==> config.mk <==
export PLATFORM = sky130hd
export DESIGN_NAME = control_event_deframer_top_flat
export DESIGN_NICKNAME = d
export VERILOG_FILES = /design/src/rtl/cev_pkg.sv /design/src/rtl/cev_if.sv /design/src/rtl/control_event_deframer_top.sv /design/src/rtl/cev_front.sv /design/src/rtl/cev_fifo.sv /design/src/rtl/cev_back.sv /design/src/flat_wrapper.sv
export SDC_FILE = /design/constraint.sdc
export NUM_CORES = 1
export LEC_CHECK = 0
export BUFFER_PORTS_ARGS = -buffer_cell sky130_fd_sc_hd__buf_4
export CORE_MARGIN = 2
export CORE_UTILIZATION = 62
export DETAILED_ROUTE_END_ITERATION = 16
export PLACE_DENSITY = 0.79
export SYNTH_ARGS = -nofsm -noshare
export SYNTH_HDL_FRONTEND = slang
export SYNTH_SLANG_ARGS = --single-unit
==> constraint.sdc <==
create_clock -name clk -period 9.5 [get_ports clk]
set_input_delay 1.425 -clock clk [delete_from_list [all_inputs] [get_ports clk]]
set_output_delay 1.425 -clock clk [all_outputs]
set_load 0.005 [all_outputs]
==> src/rtl/cev_pkg.sv <==
package cev_pkg;

  localparam int unsigned HEAD_DEPTH = 9;
  localparam int unsigned COUNT_W    = 4;
  localparam logic [COUNT_W-1:0] COUNT_MAX = {COUNT_W{1'b1}};

  localparam int unsigned FIFO_DEPTH = 2;
  localparam int unsigned FIFO_AW    = $clog2(FIFO_DEPTH);

  localparam logic [7:0] WRAP_B0     = 8'h31;
  localparam logic [7:0] WRAP_B1     = 8'h60;
  localparam logic [7:0] MAGIC       = 8'hFF;
  localparam logic [7:0] CMD_BUTTON  = 8'h22;
  localparam logic [7:0] CMD_KNOB    = 8'h24;
  localparam logic [7:0] LEN_BUTTON  = 8'h03;
  localparam logic [7:0] LEN_KNOB    = 8'h02;
  localparam logic [7:0] STATE_PRESS = 8'h01;

  localparam logic [1:0] KIND_NONE   = 2'd0;
  localparam logic [1:0] KIND_BUTTON = 2'd1;
  localparam logic [1:0] KIND_KNOB   = 2'd2;

  // One finished packet as handed from the front to the back.
  typedef struct packed {
    logic [HEAD_DEPTH-1:0][7:0] head;
    logic [COUNT_W-1:0]         count;
  } frame_t;

  typedef struct packed {
    logic full;
    logic empty;
  } fifo_stat_t;

endpackage

==> src/rtl/cev_if.sv <==
interface cev_in_if;
  logic       valid;
  logic       ready;
  logic [7:0] data_byte;
  logic       packet_end;

  modport source (output valid, output data_byte, output packet_end, input ready);
  modport sink (input valid, input data_byte, input packet_end, output ready);
endinterface

interface cev_out_if;
  logic              valid;
  logic              ready;
  logic [1:0]        event_kind;
  logic [7:0]        control_id;
  logic              pressed;
  logic signed [5:0] delta;

  modport source (output valid, output event_kind, output control_id, output pressed,
                  output delta, input ready);
  modport sink (input valid, input event_kind, input control_id, input pressed,
                input delta, output ready);
endinterface

==> src/rtl/control_event_deframer_top.sv <==
// Channel   Dir  Payload                                   Handshake
// in_chan   in   data_byte[7:0], packet_end                valid/ready
// out_chan  out  event_kind[1:0], control_id[7:0],         valid/ready
//                pressed, delta[5:0] (signed)
//
// One byte is accepted per cycle while the hand-off queue is not full; bytes that
// do not close a packet are always taken unless it is full, and the front never
// waits on them. After a packet's last byte, the captured head is moved into the
// two-entry queue, and from there it is classified into the output register.
// Reset clears the byte count, the queue and the output valid.
// When the sink stalls, the queue absorbs up to two finished packets before
// the input side sees ready drop.
module control_event_deframer_top (
  input logic        clk,
  input logic        rst_n,
  cev_in_if.sink     in_chan,
  cev_out_if.source  out_chan
);

  // The front captures the first nine bytes and the saturating count; on the
  // closing byte it hands a snapshot of the whole head to the queue.
  cev_pkg::frame_t     push_frame;
  cev_pkg::frame_t     pop_frame;
  cev_pkg::fifo_stat_t stat;
  logic                push;
  logic                pop;

  cev_front u_front (
    .clk     (clk),
    .rst_n   (rst_n),
    .in_chan (in_chan),
    .stat    (stat),
    .push    (push),
    .frame   (push_frame)
  );

  // The queue decouples byte capture from classification so that either side
  // may stall on its own.
  cev_fifo u_fifo (
    .clk      (clk),
    .rst_n    (rst_n),
    .push     (push),
    .wr_frame (push_frame),
    .pop      (pop),
    .rd_frame (pop_frame),
    .stat     (stat)
  );

  // The back strips the optional wrapper, checks magic, command, length and
  // checksum, and registers the result for the output channel.
  cev_back u_back (
    .clk      (clk),
    .rst_n    (rst_n),
    .stat     (stat),
    .frame    (pop_frame),
    .pop      (pop),
    .out_chan (out_chan)
  );

  // The front must never write a full queue.
  assert property (@(posedge clk) disable iff (!rst_n) push |-> !stat.full)
    else $error("push into full queue");

  // The back must never read an empty queue.
  assert property (@(posedge clk) disable iff (!rst_n) pop |-> !stat.empty)
    else $error("pop from empty queue");

  // A rejected packet carries an all-zero payload.
  assert property (@(posedge clk) disable iff (!rst_n)
    (out_chan.valid && out_chan.event_kind == cev_pkg::KIND_NONE) |->
      (out_chan.control_id == 8'h00 && !out_chan.pressed && out_chan.delta == 6'sd0))
    else $error("nonzero payload on empty event");

  // Each accepted closing byte reaches the queue in the same cycle.
  assert property (@(posedge clk) disable iff (!rst_n)
    (in_chan.valid && in_chan.ready && in_chan.packet_end) |-> push)
    else $error("closing byte not queued");

endmodule

==> src/rtl/cev_front.sv <==
module cev_front (
  input  logic               clk,
  input  logic               rst_n,
  cev_in_if.sink             in_chan,
  input  cev_pkg::fifo_stat_t stat,
  output logic               push,
  output cev_pkg::frame_t    frame
);

  logic [cev_pkg::HEAD_DEPTH-1:0][7:0] head_r, head_nxt;
  logic [cev_pkg::COUNT_W-1:0]         count_r, count_nxt, count_inc;
  logic                                accept;

  // A byte is taken whenever the queue has room; ready looks at the queue
  // only, so it never waits on the payload.
  assign in_chan.ready = !stat.full;
  assign accept        = in_chan.valid && in_chan.ready;
  assign push          = accept && in_chan.packet_end;

  assign count_inc = (count_r != cev_pkg::COUNT_MAX) ? count_r + 1'b1 : count_r;

  always_comb begin
    for (int i = 0; i < cev_pkg::HEAD_DEPTH; i++) begin
      head_nxt[i] = (count_r == cev_pkg::COUNT_W'(i)) ? in_chan.data_byte : head_r[i];
    end
  end

  always_comb begin
    count_nxt = count_r;
    if (accept) begin
      count_nxt = in_chan.packet_end ? '0 : count_inc;
    end
  end

  assign frame.head  = head_nxt;
  assign frame.count = count_inc;

  always_ff @(posedge clk) begin
    if (!rst_n) begin
      count_r <= '0;
    end else begin
      count_r <= count_nxt;
    end
  end

  always_ff @(posedge clk) begin
    if (accept) begin
      head_r <= head_nxt;
    end
  end

endmodule

==> src/rtl/cev_fifo.sv <==
module cev_fifo (
  input  logic                clk,
  input  logic                rst_n,
  input  logic                push,
  input  cev_pkg::frame_t     wr_frame,
  input  logic                pop,
  output cev_pkg::frame_t     rd_frame,
  output cev_pkg::fifo_stat_t stat
);

  cev_pkg::frame_t                 slot_r [cev_pkg::FIFO_DEPTH];
  logic [cev_pkg::FIFO_AW-1:0]     wr_ptr_r, wr_ptr_nxt;
  logic [cev_pkg::FIFO_AW-1:0]     rd_ptr_r, rd_ptr_nxt;
  logic [cev_pkg::FIFO_AW:0]       fill_r, fill_nxt;

  assign stat.full  = (fill_r == (cev_pkg::FIFO_AW+1)'(cev_pkg::FIFO_DEPTH));
  assign stat.empty = (fill_r == '0);
  assign rd_frame   = slot_r[rd_ptr_r];

  always_comb begin
    wr_ptr_nxt = wr_ptr_r;
    rd_ptr_nxt = rd_ptr_r;
    fill_nxt   = fill_r;
    if (push) begin
      wr_ptr_nxt = (wr_ptr_r == cev_pkg::FIFO_AW'(cev_pkg::FIFO_DEPTH - 1)) ? '0
                                                                          : wr_ptr_r + 1'b1;
    end
    if (pop) begin
      rd_ptr_nxt = (rd_ptr_r == cev_pkg::FIFO_AW'(cev_pkg::FIFO_DEPTH - 1)) ? '0
                                                                          : rd_ptr_r + 1'b1;
    end
    if (push && !pop) begin
      fill_nxt = fill_r + 1'b1;
    end else if (pop && !push) begin
      fill_nxt = fill_r - 1'b1;
    end
  end

  always_ff @(posedge clk) begin
    if (!rst_n) begin
      wr_ptr_r <= '0;
      rd_ptr_r <= '0;
      fill_r   <= '0;
    end else begin
      wr_ptr_r <= wr_ptr_nxt;
      rd_ptr_r <= rd_ptr_nxt;
      fill_r   <= fill_nxt;
    end
  end

  always_ff @(posedge clk) begin
    if (push) begin
      slot_r[wr_ptr_r] <= wr_frame;
    end
  end

endmodule

==> src/rtl/cev_back.sv <==
module cev_back (
  input  logic                clk,
  input  logic                rst_n,
  input  cev_pkg::fifo_stat_t stat,
  input  cev_pkg::frame_t     frame,
  output logic                pop,
  cev_out_if.source           out_chan
);

  logic [7:0] f [7];
  logic       wrapped;
  logic [cev_pkg::COUNT_W-1:0] need_button, need_knob;
  logic [7:0] sum_knob, sum_button;
  logic       is_button, is_knob;

  logic              valid_r, valid_nxt;
  logic [1:0]        kind_r, kind_nxt;
  logic [7:0]        id_r, id_nxt;
  logic              pressed_r, pressed_nxt;
  logic signed [5:0] delta_r, delta_nxt;

  // The 31 60 wrapper shifts the frame by two bytes when FF follows it.
  assign wrapped = (frame.count >= cev_pkg::COUNT_W'(3)) &&
                   (frame.head[0] == cev_pkg::WRAP_B0) &&
                   (frame.head[1] == cev_pkg::WRAP_B1) &&
                   (frame.head[2] == cev_pkg::MAGIC);

  always_comb begin
    for (int i = 0; i < 7; i++) begin
      f[i] = wrapped ? frame.head[i+2] : frame.head[i];
    end
  end

  assign need_button = wrapped ? cev_pkg::COUNT_W'(9) : cev_pkg::COUNT_W'(7);
  assign need_knob   = wrapped ? cev_pkg::COUNT_W'(8) : cev_pkg::COUNT_W'(6);

  assign sum_knob   = f[1] + f[2] + f[3] + f[4];
  assign sum_button = sum_knob + f[5];

  assign is_button = (frame.count >= need_button) && (f[0] == cev_pkg::MAGIC) &&
                     (f[1] == cev_pkg::CMD_BUTTON) && (f[2] == cev_pkg::LEN_BUTTON) &&
                     (f[4] == 8'h00) && (sum_button == f[6]);
  assign is_knob   = (frame.count >= need_knob) && (f[0] == cev_pkg::MAGIC) &&
                     (f[1] == cev_pkg::CMD_KNOB) && (f[2] == cev_pkg::LEN_KNOB) &&
                     (sum_knob == f[5]);

  assign pop = !stat.empty && (!valid_r || out_chan.ready);

  always_comb begin
    valid_nxt   = valid_r && !out_chan.ready;
    kind_nxt    = kind_r;
    id_nxt      = id_r;
    pressed_nxt = pressed_r;
    delta_nxt   = delta_r;
    if (pop) begin
      valid_nxt   = 1'b1;
      kind_nxt    = cev_pkg::KIND_NONE;
      id_nxt      = '0;
      pressed_nxt = 1'b0;
      delta_nxt   = '0;
      if (is_button) begin
        kind_nxt    = cev_pkg::KIND_BUTTON;
        id_nxt      = f[3];
        pressed_nxt = (f[5] == cev_pkg::STATE_PRESS);
      end else if (is_knob) begin
        kind_nxt  = cev_pkg::KIND_KNOB;
        id_nxt    = f[3];
        delta_nxt = f[4][5:0];
      end
    end
  end

  always_ff @(posedge clk) begin
    if (!rst_n) begin
      valid_r <= 1'b0;
    end else begin
      valid_r <= valid_nxt;
    end
  end

  always_ff @(posedge clk) begin
    kind_r    <= kind_nxt;
    id_r      <= id_nxt;
    pressed_r <= pressed_nxt;
    delta_r   <= delta_nxt;
  end

  assign out_chan.valid      = valid_r;
  assign out_chan.event_kind = kind_r;
  assign out_chan.control_id = id_r;
  assign out_chan.pressed    = pressed_r;
  assign out_chan.delta      = delta_r;

endmodule
==> src/flat_wrapper.sv <==
// flat-port wrapper written by rule: the top's interface ports become plain ports
module control_event_deframer_top_flat 
  (clk, rst_n, in_chan_valid, in_chan_data_byte, in_chan_packet_end, in_chan_ready, out_chan_valid, out_chan_event_kind, out_chan_control_id, out_chan_pressed, out_chan_delta, out_chan_ready);
  cev_in_if in_chan_i ();
  cev_out_if out_chan_i ();
  input logic clk;
  input logic rst_n;
  input wire logic [$bits(in_chan_i.valid)-1:0] in_chan_valid;
  input wire logic [$bits(in_chan_i.data_byte)-1:0] in_chan_data_byte;
  input wire logic [$bits(in_chan_i.packet_end)-1:0] in_chan_packet_end;
  output wire logic [$bits(in_chan_i.ready)-1:0] in_chan_ready;
  output wire logic [$bits(out_chan_i.valid)-1:0] out_chan_valid;
  output wire logic [$bits(out_chan_i.event_kind)-1:0] out_chan_event_kind;
  output wire logic [$bits(out_chan_i.control_id)-1:0] out_chan_control_id;
  output wire logic [$bits(out_chan_i.pressed)-1:0] out_chan_pressed;
  output wire logic [$bits(out_chan_i.delta)-1:0] out_chan_delta;
  input wire logic [$bits(out_chan_i.ready)-1:0] out_chan_ready;
  assign in_chan_i.valid = in_chan_valid;
  assign in_chan_i.data_byte = in_chan_data_byte;
  assign in_chan_i.packet_end = in_chan_packet_end;
  assign in_chan_ready = in_chan_i.ready;
  assign out_chan_valid = out_chan_i.valid;
  assign out_chan_event_kind = out_chan_i.event_kind;
  assign out_chan_control_id = out_chan_i.control_id;
  assign out_chan_pressed = out_chan_i.pressed;
  assign out_chan_delta = out_chan_i.delta;
  assign out_chan_i.ready = out_chan_ready;
  control_event_deframer_top u_core (.clk(clk), .rst_n(rst_n), .in_chan(in_chan_i), .out_chan(out_chan_i));
endmodule
; ---- Word level (Yosys, flattened, before mapping)
; Memory sizes are Yosys's and may differ from the RTL's. A register that Yosys moved wholly into a read port is not among the register bits.
; Index checks and enable logic that the tools add are counted.
[classes]
addsub = 9
multipliers = 0
n_div = 0
order_cmp = 3
eq_ne = 21
n_shift = 0
muxes = 32
n_bitwise = 1
n_reduce_logical = 30
[ops]
columns = cell, count
row1 = 8-bit 2-to-1 mux, 18
row2 = 8-bit adder, 4
row3 = 8-bit by 6-bit == test with 1-bit output (second input constant), 3
row4 = 1-bit logical AND, 18
row5 = 4-bit by 3-bit == test with 1-bit output (second input constant), 4
row6 = 8-bit by 2-bit == test with 1-bit output (second input constant), 2
row7 = 8-bit == test, 2
row8 = 8-bit == test (second input constant), 2
row9 = 4-bit 2-to-1 mux, 4
row10 = 4-bit by 2-bit == test with 1-bit output (second input constant), 2
row11 = 8-bit by 1-bit == test with 1-bit output (second input constant), 1
row12 = 8-bit by 7-bit == test with 1-bit output (second input constant), 1
row13 = 4-bit greater-or-equal comparator, 2
row14 = 8-bit logical NOT, 1
row15 = 1-bit 2-to-1 mux, 7
row16 = 1-bit logical NOT, 6
row17 = 2-bit 2-to-1 mux, 3
row18 = 4-bit by 1-bit adder with 4-bit output (second input constant), 1
row19 = 4-bit by 1-bit == test with 1-bit output (second input constant), 1
row20 = 4-bit == test (second input constant), 1
row21 = 4-bit by 2-bit greater-or-equal comparator with 1-bit output (second input constant), 1
row22 = 4-bit logical NOT, 1
row23 = 4-bit != test (second input constant), 1
row24 = 1-bit adder (second input constant), 2
row25 = 8 further kinds, 8
[word_totals]
register_bits = 98
latch_bits = 0
ram_bits = 152
mem_bits_ro = 0
inputBits = 13
output_inout_bits = 19
mem_count = 1
[memory_table]
columns = name, words, word_bits, rd, rd_ports_with_merged_regs, wr, line_no
row1 = u_core.u_fifo.slot_r, 2, 76, 1, 1, 1, cev_fifo.sv:11  ; cev_pkg::frame_t slot_r [cev_pkg::FIFO_DEPTH];

; ---- Longest topological paths before layout
; Gate-level depths: netlist of the first run.
[depth]
ltp_word = 12
ltp_mapped = 30
depth_no_buf = 26

; ---- Modules after synthesis
; A second synthesis of the first run with hierarchy kept.
[hier_totals]
cells_unflattened = 743
hier_area_um2 = 11925.2
[by_module_without_submodules]
columns = mod, instances, cells_each, area_per_inst_um2
row1 = cev_fifo, 1, 258, 5855.6
row2 = cev_front, 1, 199, 3438.3
row3 = cev_back, 1, 286, 2631.3

; ---- Worst setup path before layout of the first run
; OpenSTA, ideal clock, no wires.
[synth_timing]
kind = input to register
startpoint = in in_chan_valid
endpoint = mem u_core.u_fifo.slot_r[0][0] in the netlist's numbering (enable)
setup_ns = 0.513
arrival_ns = 6.494
path_slack_ns = 2.494
cell_stages = 4
path_buffers = 0
path_cell_list = nand2_1 inv_1 nand2_1 nor2_1
[synth_via]
elab_chain_cells = 4
[synth_lines]
columns = item, line_no
row1 = from (decl), flat_wrapper.sv:8  ; input wire logic [$bits(in_chan_i.valid)-1:0] in_chan_valid;
row2 = 1-bit logical AND, cev_front.sv:17  ; assign accept = in_chan.valid && in_chan.ready;
row3 = named net u_core.u_front.accept, cev_front.sv:12  ; logic accept;
row4 = 1-bit logical AND, cev_front.sv:18  ; assign push = accept && in_chan.packet_end;
row5 = 1-bit 2-to-1 mux, cev_fifo.sv:52  ; if (push) begin
row6 = 1-bit 2-to-1 mux (implied by the code), cev_fifo.sv:53  ; slot_r[wr_ptr_r] <= wr_frame;
row7 = to (decl), cev_fifo.sv:11
; The timed path passes the listed nets, and every way through them passes these cells.

==> results.md, run 1 <==
- In the synthesized netlist the dominant register cell turns out to be edfxtp_1.
- Yosys printed 0 warnings.
- Counting every net in the synthesized netlist gives 827.
- STA puts the critical path data arrival time at 7790 ps.
- Summing all flip-flop and latch instances after layout gives 0.00744 sq mm.
- The root buffer cell is clkbuf_16.
- In this run the cell area of the synthesized design comes to 0.0118 sq mm.
- The area taken by multi-input logic gates is 0.00415 sq mm.
- For this design, the sink count on the clock tree is 251.
- The data required time at the worst endpoint is 9900 ps.
- The number of I/O port buffers is 31.
- The initial antenna violation count is 1.
- The relative max-transition margin is 0.204.
- For met2 alone, demand over resource in global routing was 0.448.
- Of the cells placed in the final design, the portion with a size suffix greater than 1 is 0.230.
- The clock period minus worst slack is 7390 ps.
- The net count reported at finish is 868.
- For this run, the top clock speed supported by timing is 0.135 GHz.
- The number of standard cells after synthesis is 776.
- Setup repair after global routing left no endpoint under its margin.
- The floorplan step set the die width to 142 microns.
- The layer with the highest usage after global routing is met2.
- The post-CTS repair timing setup buffer count is 0.
- After floorplanning, the core was divided into 50 placement rows.
- After synthesis, the share of flip-flops with an asynchronous set or reset is 0.
- The count of pins over their slew limit is 0.
- The synthesis-to-finish area growth is 11.4%.
- After synthesis the netlist holds a flip-flop and latch count of 251.
- The first-pass iteration count of the detailed router is 5.
- The number of enable flip-flop cells after synthesis is 241.
- Max-cap violations in this run came to 0.
- After detailed routing, the number of vias per cell comes to 6.55.
- The detailed-placement wirelength estimate is 19400 microns.
- Dividing the detail-routed wire length by the instance count gives 26.2 microns.
- The total wire length is 28100 microns.
- The run finished with clean final reports.
- The H-tree level count is 1.
- In this run, post-CTS hold repair placed 0 buffers.
- At the end of routability-driven placement, the weighted congestion stood at 0.943.
- The largest fanout of any net on the critical path is 46.
- Summing over every cut layer, the via total after detailed routing is 7012.
- The floorplan step defined a core boundary enclosing 0.0187 sq mm.
- The fraction of met3 tracks used by global routing is 0.0343.
- The number of antenna diodes in the final layout is 0.
- The initial utilization of the core area, before any placement, comes to 0.632.
- The count of boundary I/O pins is 32.
- Clock tree synthesis inserted a total of 26 buffers.
- The number of distinct library cells after synthesis is 65.
- The slew at the pin with the worst max-slew slack is 1190 ps.
- The clock arrives with 30.1 ps of skew.
- The met1 routing resource usage after global routing is 0.431.
- The buffer depth of the longest clock path is 3.
- In the routed design, unresolved DRC markers number 0.
- After clock tree synthesis, the clock-pin slew on the worst setup and hold paths is 60 ps.
- The final critical-path share of the clock period is 0.778.
- The die covers 0.0202 sq mm.
- Across every metal layer, demand over resource in global routing totals 0.286.
- The die is 142 microns tall.
- The element type at the critical path start is a flop.
- Once detail routing completed, the nets flagged for antenna violations numbered 0.
- The class of the tightest hold or removal check is reg2reg.
- The total count of hold-check failures in the final report is 0.
- The aggregate negative setup slack is 0 ps.
- The clock tree from TritonCTS is built.
- The critical path is of the reg2reg type.
- Setup violations remaining at the end of the flow were counted as 0.
- The number of cells upsized or downsized after cts is 0.
- The first global-routing pass estimated 42600 microns of wire.
- Fill cells in the final layout number 1220.
- In this run, the number of DRC markers left after iteration 0 of detailed routing was 692.
- The maximum number of pins on one net before global-route repair is 77.
- The total overflow left after global routing is 0.
- STA classifies the critical path endpoint as a flop.
- The library cells used most frequently in the layout, excluding fill and tap cells, are 241 x edfxtp_1, 89 x mux2_2, 42 x inv_1.
- The post-synthesis area per instance is 15.2 sq um.
- The number of global-route vias before repair is 7005.
- The clock reaches the later pin of the worst-skew pair after 560 ps.
- For this run, the register share of the synthesized area comes to 0.629.
- The most frequent standard cell in the layout excluding fill and tap cells is edfxtp_1.
stage by stage:
step                      utilization  instances  hold WS (ps)  setup WS (ps)  area (sq um)
final                           0.705       1070           540           2110         13200
after global routing            0.705       1070           598           1640         13200
after CTS                       0.705       1070           543           2230         13200
after detailed placement        0.658       1023           532           2290         12300
after global placement          0.658       1023           506           2530         12300
after floorplan                     -        776           491           2490         11800
path summary, 6_finish.rpt:
check	start	to	slack, ps	cells past startpoint
max	flop	u_core.u_back.out_chan.control_id[2]$_DFFE_PP_	2110	23
min	u_core.u_fifo.fill_r[1]$_SDFFE_PN0P_	u_core.u_fifo.fill_r[1]$_SDFFE_PN0P_	540	2
max reg2reg	flop	u_core.u_back.out_chan.control_id[2]$_DFFE_PP_	2110	23
min reg2reg	u_core.u_fifo.fill_r[1]$_SDFFE_PN0P_	u_core.u_fifo.fill_r[1]$_SDFFE_PN0P_	540	2
cell type report:
class,instances,share of cell area
inverters,44,0.0127
multi-input cells,460,0.315
flip-flops and latches,251,0.565
clock inverters,15,0.0155
well taps,234,0.0222
clock buffers,32,0.0511
repair buffers,34,0.0194
critical path, cell delays in order (launching register included):
cell and delay (ps):
dfxtp_4 740, nand3_1 200, nor3_1 320, a22oi_2 200, nor2_8 620, inv_4 230, o21ai_0 390, fa_1 480
inv_1 80, fa_1 440, ha_1 300, a21o_1 180, a21oi_1 220, o21bai_1 90, a21oi_1 190, xnor2_1 150
ha_1 370, or4_1 540, nor4_1 270, o221ai_1 180, a21oi_1 150, nand4b_1 310, o31ai_2 280, and2_1 220
registers in the layout, indices dropped and copies added (netlist names), named ones only:
register / count
u_core.u_back.out_chan.control_id: 8
u_core.u_back.out_chan.delta: 6
u_core.u_back.out_chan.event_kind: 2
u_core.u_back.out_chan.pressed: 1
u_core.u_back.out_chan.valid: 1
u_core.u_fifo.fill_r: 2
u_core.u_fifo.rd_ptr_r: 1
u_core.u_fifo.slot_r: 152
u_core.u_fifo.wr_ptr_r: 1
u_core.u_front.count_r: 4
u_core.u_front.head_r: 72
synth_stat cells (2+ instances only):
| cell | number | area (sq um) |
|---|---|---|
| fa_1 | 15 | 300 |
| or3_1 | 5 | 31.3 |
| and3_1 | 5 | 31.3 |
| o221ai_1 | 2 | 17.5 |
| o21ai_0 | 25 | 125 |
| o211ai_1 | 2 | 15.0 |
| nand4b_1 | 3 | 26.3 |
| o21bai_1 | 2 | 15.0 |
| nand2b_1 | 5 | 31.3 |
| o21a_1 | 4 | 30.0 |
| nor2_1 | 27 | 101 |
| ha_1 | 23 | 288 |
| nor2b_1 | 8 | 50.1 |
| a31oi_1 | 2 | 12.5 |
| inv_1 | 43 | 161 |
| edfxtp_1 | 241 | 7240 |
| buf_2 | 9 | 45.0 |
| mux4_2 | 19 | 428 |
| nor3b_1 | 3 | 22.5 |
| clkbuf_1 | 9 | 33.8 |
| nand4_1 | 5 | 31.3 |
| a21o_1 | 6 | 45.0 |
| mux2i_1 | 24 | 240 |
| o31a_1 | 2 | 17.5 |
| o22ai_1 | 2 | 12.5 |
| and2_1 | 17 | 106 |
| o31ai_1 | 2 | 15.0 |
| buf_1 | 3 | 11.3 |
| or4_1 | 4 | 30.0 |
| dfxtp_1 | 10 | 200 |
| nor3_1 | 4 | 20.0 |
| xnor2_1 | 17 | 149 |
| nand3_1 | 16 | 80.1 |
| nor4b_1 | 6 | 52.6 |
| a21oi_1 | 32 | 160 |
| nand3b_1 | 3 | 22.5 |
| a21boi_0 | 3 | 22.5 |
| nand2_1 | 31 | 116 |
| mux2_2 | 89 | 1000 |
| xor2_1 | 9 | 78.8 |
| nor4_1 | 3 | 18.8 |
| a22oi_1 | 4 | 30.0 |
| a211oi_1 | 9 | 67.6 |
| o311ai_0 | 2 | 17.5 |
layer usage:
layer	share of wire	wire length, microns
met1	0.44	12400
met2	0.47	13200
met3	0.061	1720
met4	0.029	825
met5	0	0
cell families (layout without fill, tap and decap cells):
family	after synthesis	after routing	synth area share
flops	251	251	0.629
simple gates	153	153	0.0742
mux	132	132	0.141
compound gates	109	109	0.0609
buf+inv	65	125	0.0218
fa+ha+maj	38	38	0.0497
xor+xnor	28	28	0.0232
Power of run 1 is left out: the tool's default activity adds up to more than one toggle a clock period on the data nets, which glitch-free logic cannot reach.
==> run 2: changes to the inputs <==
- clock period: 9.5 -> 7.36 ns (I/O delays scaled with it)
==> results.md, run 2 (synthesized netlist as in run 1, its figures left out) <==
- Outcome: complete, no violations (unchanged).
- The area of the core came to 0.0187 sq mm (unchanged).
- The clock period minus worst slack was 6900 ps (was 7390 ps).
- The total of endpoints with negative setup slack in the final report came to 0 (unchanged).
- The startpoint of the most critical hold path is u_core.u_fifo.fill_r[1]$_SDFFE_PN0P_ (unchanged).
- The critical setup path kind is reg2reg (unchanged).
- The class of the tightest hold or removal check is reg2reg (unchanged).
- The post-cts hold buffer count was 0 (unchanged).
- The initial cell density of the core is 0.632 (unchanged).
- The clock sink total is 251 (unchanged).
- The number of non-filler instances in the completed layout is 1077 (was 1070).
- The first-pass GRT wire length is 42000 microns (was 42600 microns).
- The overall global routing resource usage came to 0.283 (was 0.286).
- The worst register-to-register path begins at u_core.u_fifo.slot_r[1][0]$_DFFE_PP_.
- The net count reported at finish is 875 (was 868).
- The worst-case register-to-register setup slack is 460 ps (was 2110 ps).
- The critical path endpoint category is a flop (unchanged).
- The count of pins over their slew limit was 0 (unchanged).
- The relative max-transition margin was 0.149 (was 0.204).
- The routed via count divided by cell count is 6.54 (was 6.55).
- The H-tree level count is 1 (unchanged).
- The worst clock skew is 19.9 ps (was 30.1 ps).
- The proportion of layout cells with a drive suffix above 1 is 0.240 (was 0.230).
- The largest fanout of any net on the critical path was 16 (was 46).
- The width of the die is 142 microns (unchanged).
- The largest register by flop count is u_core.u_fifo.slot_r (unchanged).
- The arrival time of the worst setup path was 7250 ps (was 7790 ps).
- The maximum number of pins on one net before global-route repair is 77 (unchanged).
- The initial antenna violation count is 0 (was 1).
- The clock latency reported for the late side of the worst-skew pair is 550 ps (was 560 ps).
- The total count of hold-check failures in the final report came to 0 (unchanged).
- The clock-pin slew on the worst setup and hold paths came to 60 ps (about the same).
- The end of the worst hold path is u_core.u_back.out_chan.valid$_SDFF_PN0_ (was u_core.u_fifo.fill_r[1]$_SDFFE_PN0P_).
- The number of flip-flops under the largest register name is 152 (unchanged).
- The buffer depth of the longest clock path is 3 (unchanged).
- The number of CTS-inserted buffers is 25 (was 26).
- The final-layout fill cell count came to 1227 (was 1220).
- The data required time at the worst endpoint is 7710 ps (was 9900 ps).
- The DRC violation count after routing is 0 (unchanged).
- The average detailed-routed wire length per instance is 25.9 microns (was 26.2 microns).
- The total placed instance area is 0.0123 sq mm (about the same).
- The total number of vias is 7044 (was 7012).
- The total number of placement rows was 50 (unchanged).
- The clock tree from TritonCTS was built (unchanged).
- The worst reg-to-reg path cell count is 22 (was 23).
- The hold path depth is 1 (was 2).
- The antenna diode instance count is 0 (unchanged).
- The most frequent standard cell in the layout excluding fill and tap cells is edfxtp_1 (unchanged).
- The peak clock frequency supported by timing is 0.145 GHz (was 0.135 GHz).
- The final critical-path share of the clock period is 0.937 (was 0.778).
- The aggregate negative setup slack is 0 ps (unchanged).
- The vertical die dimension is 142 microns (unchanged).
- The max-capacitance violation count is 0 (unchanged).
- The detailed-placement wirelength estimate is 19500 microns (was 19400 microns).
- The floorplan die area came to 0.0202 sq mm (unchanged).
- The leftover overflow at the end of global routing is 0 (unchanged).
- Commonest cells after routing, fill and taps aside: 241 x edfxtp_1, 89 x mux2_2, 42 x inv_1 (unchanged).
- The first-pass iteration count of the detailed router came to 5 (unchanged).
- The cell area after layout is 0.0132 sq mm (about the same).
- The number of global-route vias before repair came to 7043 (was 7005).
- The final estimated routing congestion in global placement came to 0.968 (was 0.943).
- The count of boundary I/O pins came to 32 (unchanged).
- The slew at the pin with the worst max-slew slack was 1270 ps (was 1190 ps).
- The cell total after placement is 1027 (was 1023).
- The total wire length is 27900 microns (was 28100 microns).
- RSZ-0062 raised after global routing: no (unchanged).
- The element type at the critical path start is a flop (unchanged).
- The synthesis-to-finish area growth came to 11.3% (was 11.4%).
- The smallest hold slack is 561 ps (was 540 ps).
- The number of I/O port buffers is 31 (unchanged).
- The initial detailed-routing violation count is 658 (was 692).
- The destination of the worst register-to-register timing path is u_core.u_back.out_chan.delta[3]$_SDFFCE_PP0P_ (was u_core.u_back.out_chan.control_id[2]$_DFFE_PP_).
- The number of routed nets with antenna violations is 0 (unchanged).
- The root buffer cell is clkbuf_16 (unchanged).
run 2: final cells by class:
type / instances / area (sq um) / share of cell area
inverter: 44 / 168 / 0.0127
multi-input combinational: 461 / 4160 / 0.316
timing repair buffer: 41 / 308 / 0.0234
sequential: 251 / 7440 / 0.565
clock inverter: 16 / 156 / 0.0119
tap: 234 / 293 / 0.0222
clock buffer: 30 / 644 / 0.0489
run 2: per-layer routing:
metal	vias to the layer above	track usage	wire length, microns
met5	-	0	0
met4	0	0.107	1170
met2	339	0.435	12900
li1	3087	-	-
met1	3536	0.404	11700
met3	82	0.0582	2190
run 2: worst max path at each step:
stage          depth (start not counted)                                   from                                              to  slack [ps]
2_1_floorplan                         27  u_core.u_fifo.slot_r[0][12]$_DFFE_PP_  u_core.u_back.out_chan.control_id[7]$_DFFE_PP_         630
3_3_place_gp                          23  u_core.u_fifo.slot_r[1][12]$_DFFE_PP_  u_core.u_back.out_chan.control_id[7]$_DFFE_PP_         560
3_5_place_dp                          23   u_core.u_fifo.slot_r[1][7]$_DFFE_PP_  u_core.u_back.out_chan.control_id[3]$_DFFE_PP_         300
4_1_cts                               23   u_core.u_fifo.slot_r[1][7]$_DFFE_PP_  u_core.u_back.out_chan.control_id[6]$_DFFE_PP_         210
5_1_grt                               23   u_core.u_fifo.slot_r[1][7]$_DFFE_PP_  u_core.u_back.out_chan.control_id[6]$_DFFE_PP_         240
6_report                              22   u_core.u_fifo.slot_r[1][0]$_DFFE_PP_   u_core.u_back.out_chan.delta[3]$_SDFFCE_PP0P_         460
run 2: per-stage QoR:
step                      setup WS (ps)   util
final                               461  0.704
after global routing                238  0.704
after detailed placement            296  0.659
after floorplan                     631      -
after CTS                           212  0.702
after global placement              559  0.659
run 2: repair_timing:
item	in CTS	in global routing
setup buffers	0	3
endpoints found under the setup margin	0	14
gates resized for setup	0	1
run 2: worst max-delay path, stage by stage, from the launching register on:
cell and delay, ps:
edfxtp_1 410, a211oi_1 540, nor3_1 150, a22oi_2 540, nor2_8 150, buf_4 250, a221o_1 370, fa_1 550
inv_1 50, fa_1 460, ha_1 370, a21oi_1 260, o21bai_1 100, a21oi_1 180, xnor2_1 140, ha_1 360
or4_1 540, nor4_1 340, o221ai_1 200, a21oi_1 190, nand4b_1 170, buf_4 200, nor2_1 190
Power of run 2 is left out for the same reason.
